`src/sv/bfsa_pkg.sv`:
```
// Shared constants and helpers for the best-fit suballocator.
`timescale 1ns / 1ps
package bfsa_pkg;

    localparam int unsigned DEF_MAX_FRAGMENTS = 32;

    localparam int unsigned OP_W   = 2;
    localparam int unsigned STAT_W = 3;
    localparam int unsigned IN_DW  = 64;
    localparam int unsigned OUT_DW = 224;
    localparam int unsigned ADDR_W = 3;

    localparam logic [OP_W-1:0] OP_ALLOC   = 2'd0;
    localparam logic [OP_W-1:0] OP_FREE    = 2'd1;
    localparam logic [OP_W-1:0] OP_COMPACT = 2'd2;

    localparam logic [STAT_W-1:0] ST_OK        = 3'd0;
    localparam logic [STAT_W-1:0] ST_COMPACTED = 3'd1;
    localparam logic [STAT_W-1:0] ST_OOM       = 3'd2;
    localparam logic [STAT_W-1:0] ST_MOVE      = 3'd3;
    localparam logic [STAT_W-1:0] ST_FULL      = 3'd4;

    localparam logic REG_CAPACITY = 1'b0;
    localparam logic REG_ALIGN    = 1'b1;

    // (loc, size) ordering used by the compaction walk
    function automatic logic key_less(input logic [31:0] a_loc, input logic [31:0] a_sz,
                                      input logic [31:0] b_loc, input logic [31:0] b_sz);
        key_less = (a_loc < b_loc) || ((a_loc == b_loc) && (a_sz < b_sz));
    endfunction

endpackage

```
`src/sv/best_fit_suballocator_with_compaction.sv`:
```
// Best-fit suballocator top level: fragment table, scan sequencer and result register.
`timescale 1ns / 1ps
// Sub-allocates one linear buffer. Each request is one beat on s_axis and gives one or more
// result beats on m_axis, the final one with tlast. The block takes one request at a time:
// a single compare unit walks the fragment table one entry per cycle. Allocate scans the
// whole table, then splits or removes the best fit or bumps the top pointer; free scans for
// the first empty slot, and a zero or oversize free skips the scan. Compaction on request
// sorts by repeated minimum search; an allocate that overflows compacts after its first
// scan. A sink that stalls on move beats or on the final beat holds the block back.
module best_fit_suballocator_with_compaction
#(
    parameter int unsigned MAX_FRAGMENTS = bfsa_pkg::DEF_MAX_FRAGMENTS
)
(
    input  logic                          clk,
    input  logic                          rst_n,
    input  logic                          s_axis_tvalid,
    output logic                          s_axis_tready,
    // req_size[31:0], free_offset[63:32]
    input  logic [bfsa_pkg::IN_DW-1:0]    s_axis_tdata,
    // opcode[1:0]
    input  logic [bfsa_pkg::OP_W-1:0]     s_axis_tuser,
    output logic                          m_axis_tvalid,
    input  logic                          m_axis_tready,
    // location, move_src, move_dst, move_len, gap_location, gap_shift, used_bytes
    output logic [bfsa_pkg::OUT_DW-1:0]   m_axis_tdata,
    // status[2:0]
    output logic [bfsa_pkg::STAT_W-1:0]   m_axis_tuser,
    output logic                          m_axis_tlast,
    input  logic                          psel,
    input  logic                          penable,
    input  logic                          pwrite,
    input  logic [bfsa_pkg::ADDR_W-1:0]   paddr,
    input  logic [31:0]                   pwdata,
    output logic [31:0]                   prdata,
    output logic                          pready
);
    import bfsa_pkg::*;

    localparam int unsigned IDX_W = (MAX_FRAGMENTS > 1) ? $clog2(MAX_FRAGMENTS) : 1;
    localparam int unsigned CNT_W = $clog2(MAX_FRAGMENTS + 1);
    localparam int unsigned RED_W = 32 + CNT_W;

    typedef enum logic [3:0] {
        IDLE, A_SCAN, A_HIT, A_TOP, C_SCAN, C_STEP, C_LAST, C_END, C_FIN, F_SCAN, DONE
    } state_t;

    state_t                   state_reg;
    logic [OP_W-1:0]          op_reg;
    logic [32:0]              size_reg;
    logic [31:0]              off_reg;
    logic [CNT_W-1:0]         idx_reg;
    logic                     found_reg;
    logic [IDX_W-1:0]         best_idx_reg;
    logic [31:0]              best_loc_reg;
    logic [31:0]              best_sz_reg;
    logic [31:0]              prev_loc_reg;
    logic [31:0]              prev_sz_reg;
    logic                     have_prev_reg;
    logic [MAX_FRAGMENTS-1:0] taken_reg;
    logic [RED_W-1:0]         red_reg;
    logic [MAX_FRAGMENTS-1:0] valid_reg;
    logic [31:0]              loc_mem [MAX_FRAGMENTS];
    logic [31:0]              sz_mem  [MAX_FRAGMENTS];
    logic [32:0]              top_reg;
    logic [32:0]              total_reg;
    logic [31:0]              cap_reg;
    logic [4:0]               align_reg;
    logic [STAT_W-1:0]        res_status_reg;
    logic [31:0]              res_loc_reg;
    logic                     m_valid_reg;
    logic [OUT_DW-1:0]        m_data_reg;
    logic [STAT_W-1:0]        m_user_reg;
    logic                     m_last_reg;

    logic [32:0]      align_mask;
    logic [32:0]      size_rnd;
    logic [IDX_W-1:0] rd_idx;
    logic [31:0]      rd_loc;
    logic [31:0]      rd_sz;
    logic             rd_valid;
    logic             rd_taken;
    logic             scan_last;
    logic             fit_hit;
    logic             min_hit;
    logic [33:0]      bump;
    logic             over;
    logic [33:0]      total_sum;
    logic [32:0]      total_add;
    logic [32:0]      total_sub;
    logic [32:0]      next_pos;
    logic [32:0]      mv_end;
    logic [32:0]      mv_copy;
    logic [31:0]      mv_dst;
    logic [RED_W-1:0] red_add;
    logic [32:0]      top_low;
    logic             out_free;
    logic             m_load;
    logic             accept;
    logic             cfg_wr;

    assign align_mask = (33'd1 << align_reg) - 33'd1;
    assign size_rnd   = ({1'b0, s_axis_tdata[31:0]} + align_mask) & ~align_mask;

    assign rd_idx    = idx_reg[IDX_W-1:0];
    assign rd_loc    = loc_mem[rd_idx];
    assign rd_sz     = sz_mem[rd_idx];
    assign rd_valid  = valid_reg[rd_idx];
    assign rd_taken  = taken_reg[rd_idx];
    assign scan_last = (idx_reg == CNT_W'(MAX_FRAGMENTS - 1));

    assign fit_hit = rd_valid && ({1'b0, rd_sz} >= size_reg)
                     && (!found_reg || (rd_sz < best_sz_reg)
                         || ((rd_sz == best_sz_reg) && (rd_loc < best_loc_reg)));
    assign min_hit = rd_valid && !rd_taken
                     && (!found_reg || key_less(rd_loc, rd_sz, best_loc_reg, best_sz_reg));

    assign bump      = {1'b0, top_reg} + {1'b0, size_reg};
    assign over      = (bump > {2'b0, cap_reg});
    assign total_sum = {1'b0, total_reg} + {1'b0, size_reg};
    assign total_add = total_sum[33] ? {33{1'b1}} : total_sum[32:0];
    assign total_sub = (total_reg >= size_reg) ? (total_reg - size_reg) : 33'd0;

    assign next_pos = (state_reg == C_LAST) ? top_reg : {1'b0, best_loc_reg};
    assign mv_end   = {1'b0, prev_loc_reg} + {1'b0, prev_sz_reg};
    assign mv_copy  = (next_pos > mv_end) ? (next_pos - mv_end) : 33'd0;
    assign mv_dst   = prev_loc_reg - red_reg[31:0];
    assign red_add  = red_reg + RED_W'(prev_sz_reg);
    assign top_low  = (RED_W'(top_reg) >= red_reg) ? (top_reg - red_reg[32:0]) : 33'd0;

    assign out_free = !m_valid_reg || m_axis_tready;
    assign m_load   = out_free && ((state_reg == DONE)
                      || (((state_reg == C_STEP) || (state_reg == C_LAST))
                          && have_prev_reg && (mv_copy != 33'd0)));
    assign accept   = s_axis_tvalid && s_axis_tready;
    assign cfg_wr   = psel && penable && pwrite && pready;

    assign s_axis_tready = (state_reg == IDLE);
    assign m_axis_tvalid = m_valid_reg;
    assign m_axis_tdata  = m_data_reg;
    assign m_axis_tuser  = m_user_reg;
    assign m_axis_tlast  = m_last_reg;
    assign pready        = 1'b1;
    assign prdata        = (paddr[2] == REG_ALIGN) ? {27'd0, align_reg} : cap_reg;

    always_ff @(posedge clk or negedge rst_n)
    begin
        if (!rst_n)
        begin
            state_reg     <= IDLE;
            idx_reg       <= '0;
            found_reg     <= 1'b0;
            have_prev_reg <= 1'b0;
            taken_reg     <= '0;
            red_reg       <= '0;
            valid_reg     <= '0;
            top_reg       <= '0;
            total_reg     <= '0;
            cap_reg       <= '0;
            align_reg     <= '0;
            m_valid_reg   <= 1'b0;
        end
        else
        begin
            if (cfg_wr)
            begin
                if (paddr[2] == REG_ALIGN)
                    align_reg <= pwdata[4:0];
                else
                    cap_reg <= pwdata;
            end
            if (m_valid_reg && m_axis_tready && !m_load)
                m_valid_reg <= 1'b0;

            case (state_reg)
                IDLE:
                begin
                    if (accept)
                    begin
                        op_reg        <= s_axis_tuser;
                        size_reg      <= size_rnd;
                        off_reg       <= s_axis_tdata[63:32];
                        idx_reg       <= '0;
                        found_reg     <= 1'b0;
                        taken_reg     <= '0;
                        red_reg       <= '0;
                        have_prev_reg <= 1'b0;
                        res_status_reg <= ST_OK;
                        res_loc_reg   <= '0;
                        case (s_axis_tuser)
                            OP_ALLOC:   state_reg <= A_SCAN;
                            OP_FREE:
                            begin
                                if ((size_rnd == 33'd0) || size_rnd[32])
                                    state_reg <= DONE;
                                else
                                    state_reg <= F_SCAN;
                            end
                            OP_COMPACT: state_reg <= C_SCAN;
                            default:    state_reg <= DONE;
                        endcase
                    end
                end
                A_SCAN:
                begin
                    if (fit_hit)
                    begin
                        found_reg    <= 1'b1;
                        best_idx_reg <= rd_idx;
                        best_loc_reg <= rd_loc;
                        best_sz_reg  <= rd_sz;
                    end
                    idx_reg <= idx_reg + 1'b1;
                    if (scan_last)
                        state_reg <= (found_reg || fit_hit) ? A_HIT : A_TOP;
                end
                A_HIT:
                begin
                    if (best_sz_reg != size_reg[31:0])
                    begin
                        loc_mem[best_idx_reg] <= best_loc_reg + size_reg[31:0];
                        sz_mem[best_idx_reg]  <= best_sz_reg - size_reg[31:0];
                    end
                    else
                        valid_reg[best_idx_reg] <= 1'b0;
                    total_reg   <= total_add;
                    res_loc_reg <= best_loc_reg;
                    state_reg   <= DONE;
                end
                A_TOP:
                begin
                    idx_reg   <= '0;
                    found_reg <= 1'b0;
                    if (over)
                        state_reg <= C_SCAN;
                    else
                    begin
                        res_loc_reg <= top_reg[31:0];
                        top_reg     <= bump[32:0];
                        total_reg   <= total_add;
                        state_reg   <= DONE;
                    end
                end
                C_SCAN:
                begin
                    if (min_hit)
                    begin
                        found_reg    <= 1'b1;
                        best_idx_reg <= rd_idx;
                        best_loc_reg <= rd_loc;
                        best_sz_reg  <= rd_sz;
                    end
                    idx_reg <= idx_reg + 1'b1;
                    if (scan_last)
                        state_reg <= (found_reg || min_hit) ? C_STEP : C_LAST;
                end
                C_STEP, C_LAST:
                begin
                    if (!(have_prev_reg && (mv_copy != 33'd0) && !out_free))
                    begin
                        if (have_prev_reg)
                        begin
                            red_reg <= red_add;
                            if (mv_copy != 33'd0)
                            begin
                                m_valid_reg <= 1'b1;
                                m_user_reg  <= ST_MOVE;
                                m_last_reg  <= 1'b0;
                                m_data_reg  <= {total_reg[31:0], prev_sz_reg, prev_loc_reg,
                                                mv_copy[31:0], mv_dst, mv_end[31:0], 32'd0};
                            end
                        end
                        if (state_reg == C_STEP)
                        begin
                            taken_reg[best_idx_reg] <= 1'b1;
                            prev_loc_reg  <= best_loc_reg;
                            prev_sz_reg   <= best_sz_reg;
                            have_prev_reg <= 1'b1;
                            found_reg     <= 1'b0;
                            idx_reg       <= '0;
                            state_reg     <= C_SCAN;
                        end
                        else
                            state_reg <= C_END;
                    end
                end
                C_END:
                begin
                    top_reg   <= top_low;
                    valid_reg <= '0;
                    state_reg <= C_FIN;
                end
                C_FIN:
                begin
                    if (op_reg == OP_ALLOC)
                    begin
                        if (over)
                        begin
                            res_status_reg <= ST_OOM;
                            res_loc_reg    <= {32{1'b1}};
                        end
                        else
                        begin
                            res_status_reg <= ST_COMPACTED;
                            res_loc_reg    <= top_reg[31:0];
                            top_reg        <= bump[32:0];
                            total_reg      <= total_add;
                        end
                    end
                    state_reg <= DONE;
                end
                F_SCAN:
                begin
                    idx_reg <= idx_reg + 1'b1;
                    if (!rd_valid)
                    begin
                        valid_reg[rd_idx] <= 1'b1;
                        loc_mem[rd_idx]   <= off_reg;
                        sz_mem[rd_idx]    <= size_reg[31:0];
                        total_reg         <= total_sub;
                        state_reg         <= DONE;
                    end
                    else if (scan_last)
                    begin
                        res_status_reg <= ST_FULL;
                        state_reg      <= DONE;
                    end
                end
                DONE:
                begin
                    if (out_free)
                    begin
                        m_valid_reg <= 1'b1;
                        m_user_reg  <= res_status_reg;
                        m_last_reg  <= 1'b1;
                        m_data_reg  <= {total_reg[31:0], 160'd0, res_loc_reg};
                        state_reg   <= IDLE;
                    end
                end
                default: state_reg <= IDLE;
            endcase
        end
    end

endmodule

```
`config.mk`:
```
export PLATFORM = sky130hd
export DESIGN_NAME = best_fit_suballocator_with_compaction
export DESIGN_NICKNAME = d
export VERILOG_FILES = /design/src/sv/bfsa_pkg.sv /design/src/sv/best_fit_suballocator_with_compaction.sv
export SDC_FILE = /design/constraint.sdc
export NUM_CORES = 2
export LEC_CHECK = 0
export BUFFER_PORTS_ARGS = -buffer_cell sky130_fd_sc_hd__buf_4
export CAP_MARGIN = 20
export CORE_UTILIZATION = 30
export DETAILED_ROUTE_END_ITERATION = 8
export HOLD_SLACK_MARGIN = 0.15
export PLACE_DENSITY = 0.46
export SLEW_MARGIN = 25
export SYNTH_ARGS = -nofsm -noshare
export SYNTH_HDL_FRONTEND = slang
export SYNTH_SLANG_ARGS = --single-unit
```
`constraint.sdc`:
```
create_clock -name clk -period 17.5 [get_ports clk]
set_input_delay 0 -clock clk [delete_from_list [all_inputs] [get_ports clk]]
set_output_delay 0 -clock clk [all_outputs]
set_load 0.1 [all_outputs]
```
### Word-level counts from Yosys, hierarchy flattened

Memories as Yosys holds them, arrays and structs flattened.
Index checks and enable logic that the tools add are counted.

| cells by class | value |
|---|---|
| $add $sub $neg | 13 |
| multipliers | 0 |
| divide/modulo/power cells | 0 |
| order comparisons | 11 |
| equality and inequality tests | 33 |
| shifts and indexed selects | 1 |
| muxes and demuxes | 111 |
| bitwise operators | 8 |
| reductions and logical operators | 71 |

Operators by type and width:

| cell | count |
|---|---|
| two-way mux 224 bit | 4 |
| two-way mux 32 bit | 15 |
| case mux 224 bit (2 select lines) | 1 |
| two-way mux 33 bit | 10 |
| case mux 32 bit (2 select lines) | 3 |
| case mux 33 bit (4 select lines) | 1 |
| case mux 32 bit (4 select lines) | 1 |
| two-way mux 38 bit | 3 |
| case mux 33 bit (3 select lines) | 1 |
| subtractor 33 bit | 3 |
| case mux 32 bit (3 select lines) | 1 |
| case mux 38 bit (2 select lines) | 1 |
| adder 33 x 33 -> 34 bit | 2 |
| == test 32 bit | 2 |
| less-than comparator 32 bit | 2 |
| OR 32 bit | 2 |
| OR reduction 32 bit | 2 |
| subtractor 32 bit | 2 |
| adder 38 x 32 -> 38 bit | 1 |
| greater-or-equal comparator 33 x 38 -> 1 bit | 1 |
| case mux 4 bit (9 select lines) | 1 |
| > comparator 34 x 32 -> 1 bit | 1 |
| adder 32 x 32 -> 33 bit | 1 |
| adder 32 x 33 -> 33 bit | 1 |
| 58 further kinds | 186 |

| storage, ports and cells | value |
|---|---|
| bits in registers | 681 |
| latch bits | 0 |
| memory bits (writable) | 2048 |
| memory bits (read-only) | 0 |
| input port bits | 108 |
| output and inout port bits | 263 |
| word-level logic and storage cells | 275 |
| memories kept | 2 |

Memory list:

| name | depth | bits a word | read ports | clocked after memory_dff | write ports | line | source |
|---|---|---|---|---|---|---|---|
| loc_mem | 32 | 32 | 1 | 0 | 1 | best_fit_suballocator_with_compaction.sv:63 | `logic [31:0] loc_mem [MAX_FRAGMENTS];` |
| sz_mem | 32 | 32 | 1 | 0 | 1 | best_fit_suballocator_with_compaction.sv:64 | `logic [31:0] sz_mem [MAX_FRAGMENTS];` |

### Depth between registers and ports, before layout

| logic depth | value |
|---|---|
| word-level depth | 15 |
| gate-level depth with buffers | 29 |
| mapped depth without buffers | 26 |

### Worst setup path after synthesis

OpenSTA, ideal clock, no wires.

| timing path | value |
|---|---|
| path type | reg2reg |
| start point | register prev_sz_reg[0] |
| end point | register m_data_reg[0], in the netlist m_axis_tdata[0], enable pin |
| data arrival time | 14.425 ns |
| setup slack | 2.248 ns |
| stages on the path, launching flop included | 26 |
| path buffers | 1 |
| path through | edfxtp_1 ha_1 fa_1 a21o_1 a21oi_1 o21bai_1 a21oi_1 nor2b_1 o21a_1 o21ai_0 nand2b_1 a21oi_1 xor2_1 ha_1 clkbuf_1 a21o_1 or2_2 nor3_1 o21ai_1 and4_2 o31ai_1 nor4_4 o2111a_2 nor3_1 nor2_1 nor2_1 |

| between the ends | value |
|---|---|
| word-level cells in the longest chain between the ends | 8 |
| elaborated cells between the ends (all ways) | 10 |

RTL lines:

| what | line | source |
|---|---|---|
| start: declaration | best_fit_suballocator_with_compaction.sv:58 | `logic [31:0] prev_sz_reg;` |
| start signal: assignment | best_fit_suballocator_with_compaction.sv:277 | `prev_sz_reg <= best_sz_reg;` |
| adder 32 x 32 -> 33 bit * | best_fit_suballocator_with_compaction.sv:125 | `assign mv_end = {1'b0, prev_loc_reg} + {1'b0, prev_sz_reg};` |
| subtractor 33 bit / > comparator 33 bit (equally long branches) | best_fit_suballocator_with_compaction.sv:126 | `assign mv_copy = (next_pos > mv_end) ? (next_pos - mv_end) : 33'd0;` |
| two-way mux 33 bit * | best_fit_suballocator_with_compaction.sv:126 |  |
| nonzero test 33 bit * | best_fit_suballocator_with_compaction.sv:259, best_fit_suballocator_with_compaction.sv:264 |  |
| logical AND 1 bit (2 in a row) | best_fit_suballocator_with_compaction.sv:259 | `if (!(have_prev_reg && (mv_copy != 33'd0) && !out_free))` |
| inequality test 2 bit (no source line) | - |  |
| AND reduction 6 bit (no source line) * | - |  |
| end signal: assignment | best_fit_suballocator_with_compaction.sv:269 | `m_data_reg <= {total_reg[31:0], prev_sz_reg, prev_loc_reg,` |
| end signal: assignment | best_fit_suballocator_with_compaction.sv:336 | `m_data_reg <= {total_reg[31:0], 160'd0, res_loc_reg};` |
| end: declaration | best_fit_suballocator_with_compaction.sv:72 | `logic [OUT_DW-1:0] m_data_reg;` |

Every way passes the cells marked *; elsewhere a longest branch is shown, timed or not.
A chain may end at the register's enable or synchronous reset.

### Final worst setup path

| timing path | value |
|---|---|
| start point | register prev_sz_reg[6] |
| end point | register m_data_reg[107], in the netlist m_axis_tdata[107], enable pin |

The elaborated chain is that of the path after synthesis.

==> metrics.txt <==
Final ANT Viol Nets=0; relative slew slack=0.206; TritonCTS clock tree=done; Die Y=649 µm; final period utilization=0.552; Syn Std Cell Area=125000 µm²; Syn Area/Cell=15.2 µm²; clk_lat worst skew=950 ps; first-pass GRT wire length=623000 µm; sink of the worst hold path=cap_reg[2]$_DFFE_PN0P_; dominant synthesized flop cell=edfxtp_1; vias in the first global route=80100; Worst Setup SP=prev_sz_reg[6]$_DFFE_PP_; Pre-antenna DRT Iters=5; Clock Path Buffers=4; Final WS setup=7840 ps; fin crit period=slightly below 10000 ps; initial antenna violation count=52; row count=237; Least-Margin Pin Slew=1190 ps; status=finished clean; clk root buf=clkbuf_16; post-cts repair resize count=0; die width=between 600 and 700 µm; WL per Instance=30.4 µm; Worst-path clk slew=50 ps; CTS sink count=2729; top cell type's share of synthesized area=0.601; Gate Count Post-Synth=slightly above 8000; Setup WS pre-CTS=7890 ps; syn_nets=8867; EDFF count, synth=2511; Final Slew Violations=0; final setup vio count=0; GRT Resource Usage Total=0.209; drt drc=0; Startpoint Class=flip-flop; Core Area=416000 µm²; Detailed Route Iter0 Violations=7942; Setup TNS Final=0 ps; Yosys cell types=119; grt ovf=0; largest net degree at the start of global routing=107; worst r2r src=prev_sz_reg[6]$_DFFE_PP_; worst r2r path cells=27; critical path peak fanout=79; sequential fraction of the synthesis area=0.645; Seq cells post-synth=2729; Vias=80000; leading cell types by count after synthesis=edfxtp_1 (2511), mux4_2 (528), ha_1 (486); Lkg Pwr=slightly above 50 nW; maxcap violations=0; share of cells above drive strength 1=0.197; skew final=60.4 ps; final wirelength=450000 µm; placed cell areas=approximately 140000 µm²; Synth-to-Final Area Change=18.7%; CP Data Required Time=about 18000 ps; ys async rst share=0.0799; hold_sp=paddr[2]; Worst R2R End=m_axis_tdata[107]$_SDFFCE_PP0P_; hold_buf cts=roughly 240; design area=between 100000 and 150000 µm²; hold path depth=4; hold crit path type=input pin to flip-flop; # IOs=around 370; H-tree depth=5; Hold Fails Final Rpt=0; crit path DAT=around 10000 ps; I/O Buffers=around 370; VDD IR max=0.0866 mV; Setup Fix Bufs, Post-CTS=0; Worst setup EP type=flip-flop; setup repair after global routing missed its margin=no; DR vias/cell=5.40; final net count=9662; GPL Wtd Cong=0.905; pwr/cell area=146 nW/µm²; Synth warnings=0; die area=421000 µm²; initial core utilization=0.301; type of the worst setup path=flip-flop to flip-flop; Fmax=0.104 GHz; largest area contributor in the netlist=edfxtp_1; CTS buffer count=317; largest cells by area after synthesis=edfxtp_1 (60%), mux4_2 (9.5%), ha_1 (4.8%); reg2reg setup slack=7840 ps; top-count cell post-synth=edfxtp_1; Detailed Place HPWL=300000 µm
==> worst max-delay path by stage <==
stage / depth (start not counted) / endpoint / slack, ps
2_1_floorplan: 25 / m_axis_tdata[0]$_SDFFCE_PN0P_ / 2250
3_3_place_gp: 28 / m_axis_tdata[109]$_SDFFCE_PP0P_ / 7930
3_5_place_dp: 27 / m_axis_tdata[105]$_SDFFCE_PP0P_ / 7890
4_1_cts: 27 / m_axis_tdata[100]$_SDFFCE_PP0P_ / 7880
5_1_grt: 28 / m_axis_tdata[111]$_SDFFCE_PP0P_ / 7480
6_report: 27 / m_axis_tdata[107]$_SDFFCE_PP0P_ / 7840
==> routing by layer <==
metal,part of all wire,global-route usage,vias up
met2,0.47,0.344,2686
met3,0.055,0.0274,657
met1,0.43,0.280,42200
li1,-,-,34400
met5,0.000098,0,-
met4,0.046,0.0855,6
==> cells by family (layout without fill, tap and decap cells) <==
| logic type | Yosys count | count (layout) | synth area share |
|---|---|---|---|
| adder cells (fa/ha/maj) | 497 | 497 | 0.0502 |
| AO/OA/AOI/OAI | 1835 | 1835 | 0.0959 |
| other | 2 | 19 | 0.0000599 |
| AND/OR/NAND/NOR | 1614 | 1614 | 0.0643 |
| multiplexers | 667 | 667 | 0.107 |
| buffers and inverters | 681 | 1726 | 0.0214 |
| XOR/XNOR | 237 | 237 | 0.0165 |
| flip-flops | 2729 | 2729 | 0.645 |
==> stage by stage <==
stage,cells,total power [mW],utilization,hold WS [ps]
6_report,14800,21.7,0.358,210
3_5_place_dp,14000,15.2,0.327,-36.8
5_1_grt,14800,22.6,0.358,234
4_1_cts,14800,21.8,0.357,168
3_3_place_gp,14000,15.1,0.327,-43.9
2_1_floorplan,8262,12.9,-,-296
==> layout by cell type (no fill, tap or decap), types with 62 or more instances in the layout <==
master,netlist,final
a31oi_1,67,67
nor3_1,119,115
a21oi_1,453,431
nand4_1,73,73
clkbuf_16,0,322
inv_1,305,304
nand3_1,115,115
edfxtp_1,2511,2511
ha_1,486,486
nand2_1,312,307
buf_4,3,597
nor2_1,468,431
clkbuf_1,266,71
dlygate4sd3_1,1,237
dfrtp_1,218,216
a22oi_1,221,221
xnor2_1,136,135
a21o_1,167,167
mux4_2,528,528
mux2i_1,63,62
and3_1,118,115
nand2b_1,67,67
xor2_1,101,97
and2_1,100,100
o21ai_0,383,337
o21a_1,77,77
==> power breakdown <==
group          leakage, nW  total [mW]  internal [mW]  switching [mW]
clock                 4.91        6.53           3.76            2.77
sequential            25.4        8.17           7.84           0.336
combinational         21.2        6.99           2.54            4.45
==> cell type report <==
cell class	instances	area, µm²
well taps	5497	6880
clock inverters	171	1680
inverters	306	1150
repair buffers	851	7150
multi-input cells	4852	42700
diodes	17	42.5
flip-flops and latches	2729	80900
clock buffers	398	8390
fillers	39800	267000
==> critical path: stages (launching register included) <==
cell       delay (ps)
edfxtp_1          490
ha_1              260
or3_1             410
o311ai_0          870
a21boi_0          310
a221o_1           420
a21oi_1           280
o21ai_0           240
o211ai_1          300
a21bo_2           210
o311ai_0          180
xnor2_1           220
ha_1              470
nor2_1             80
mux2i_1           350
nand4_1           210
a211oi_1          200
o2111ai_1         130
nor4_1            610
nand4_1           340
nor4_4            430
o2111a_2          460
nor3_1             90
nor2_1            260
nor2_4             70
buf_4             280
buf_6             400
buf_4             510
No activity file was read; power rests on OpenSTA's default activity.
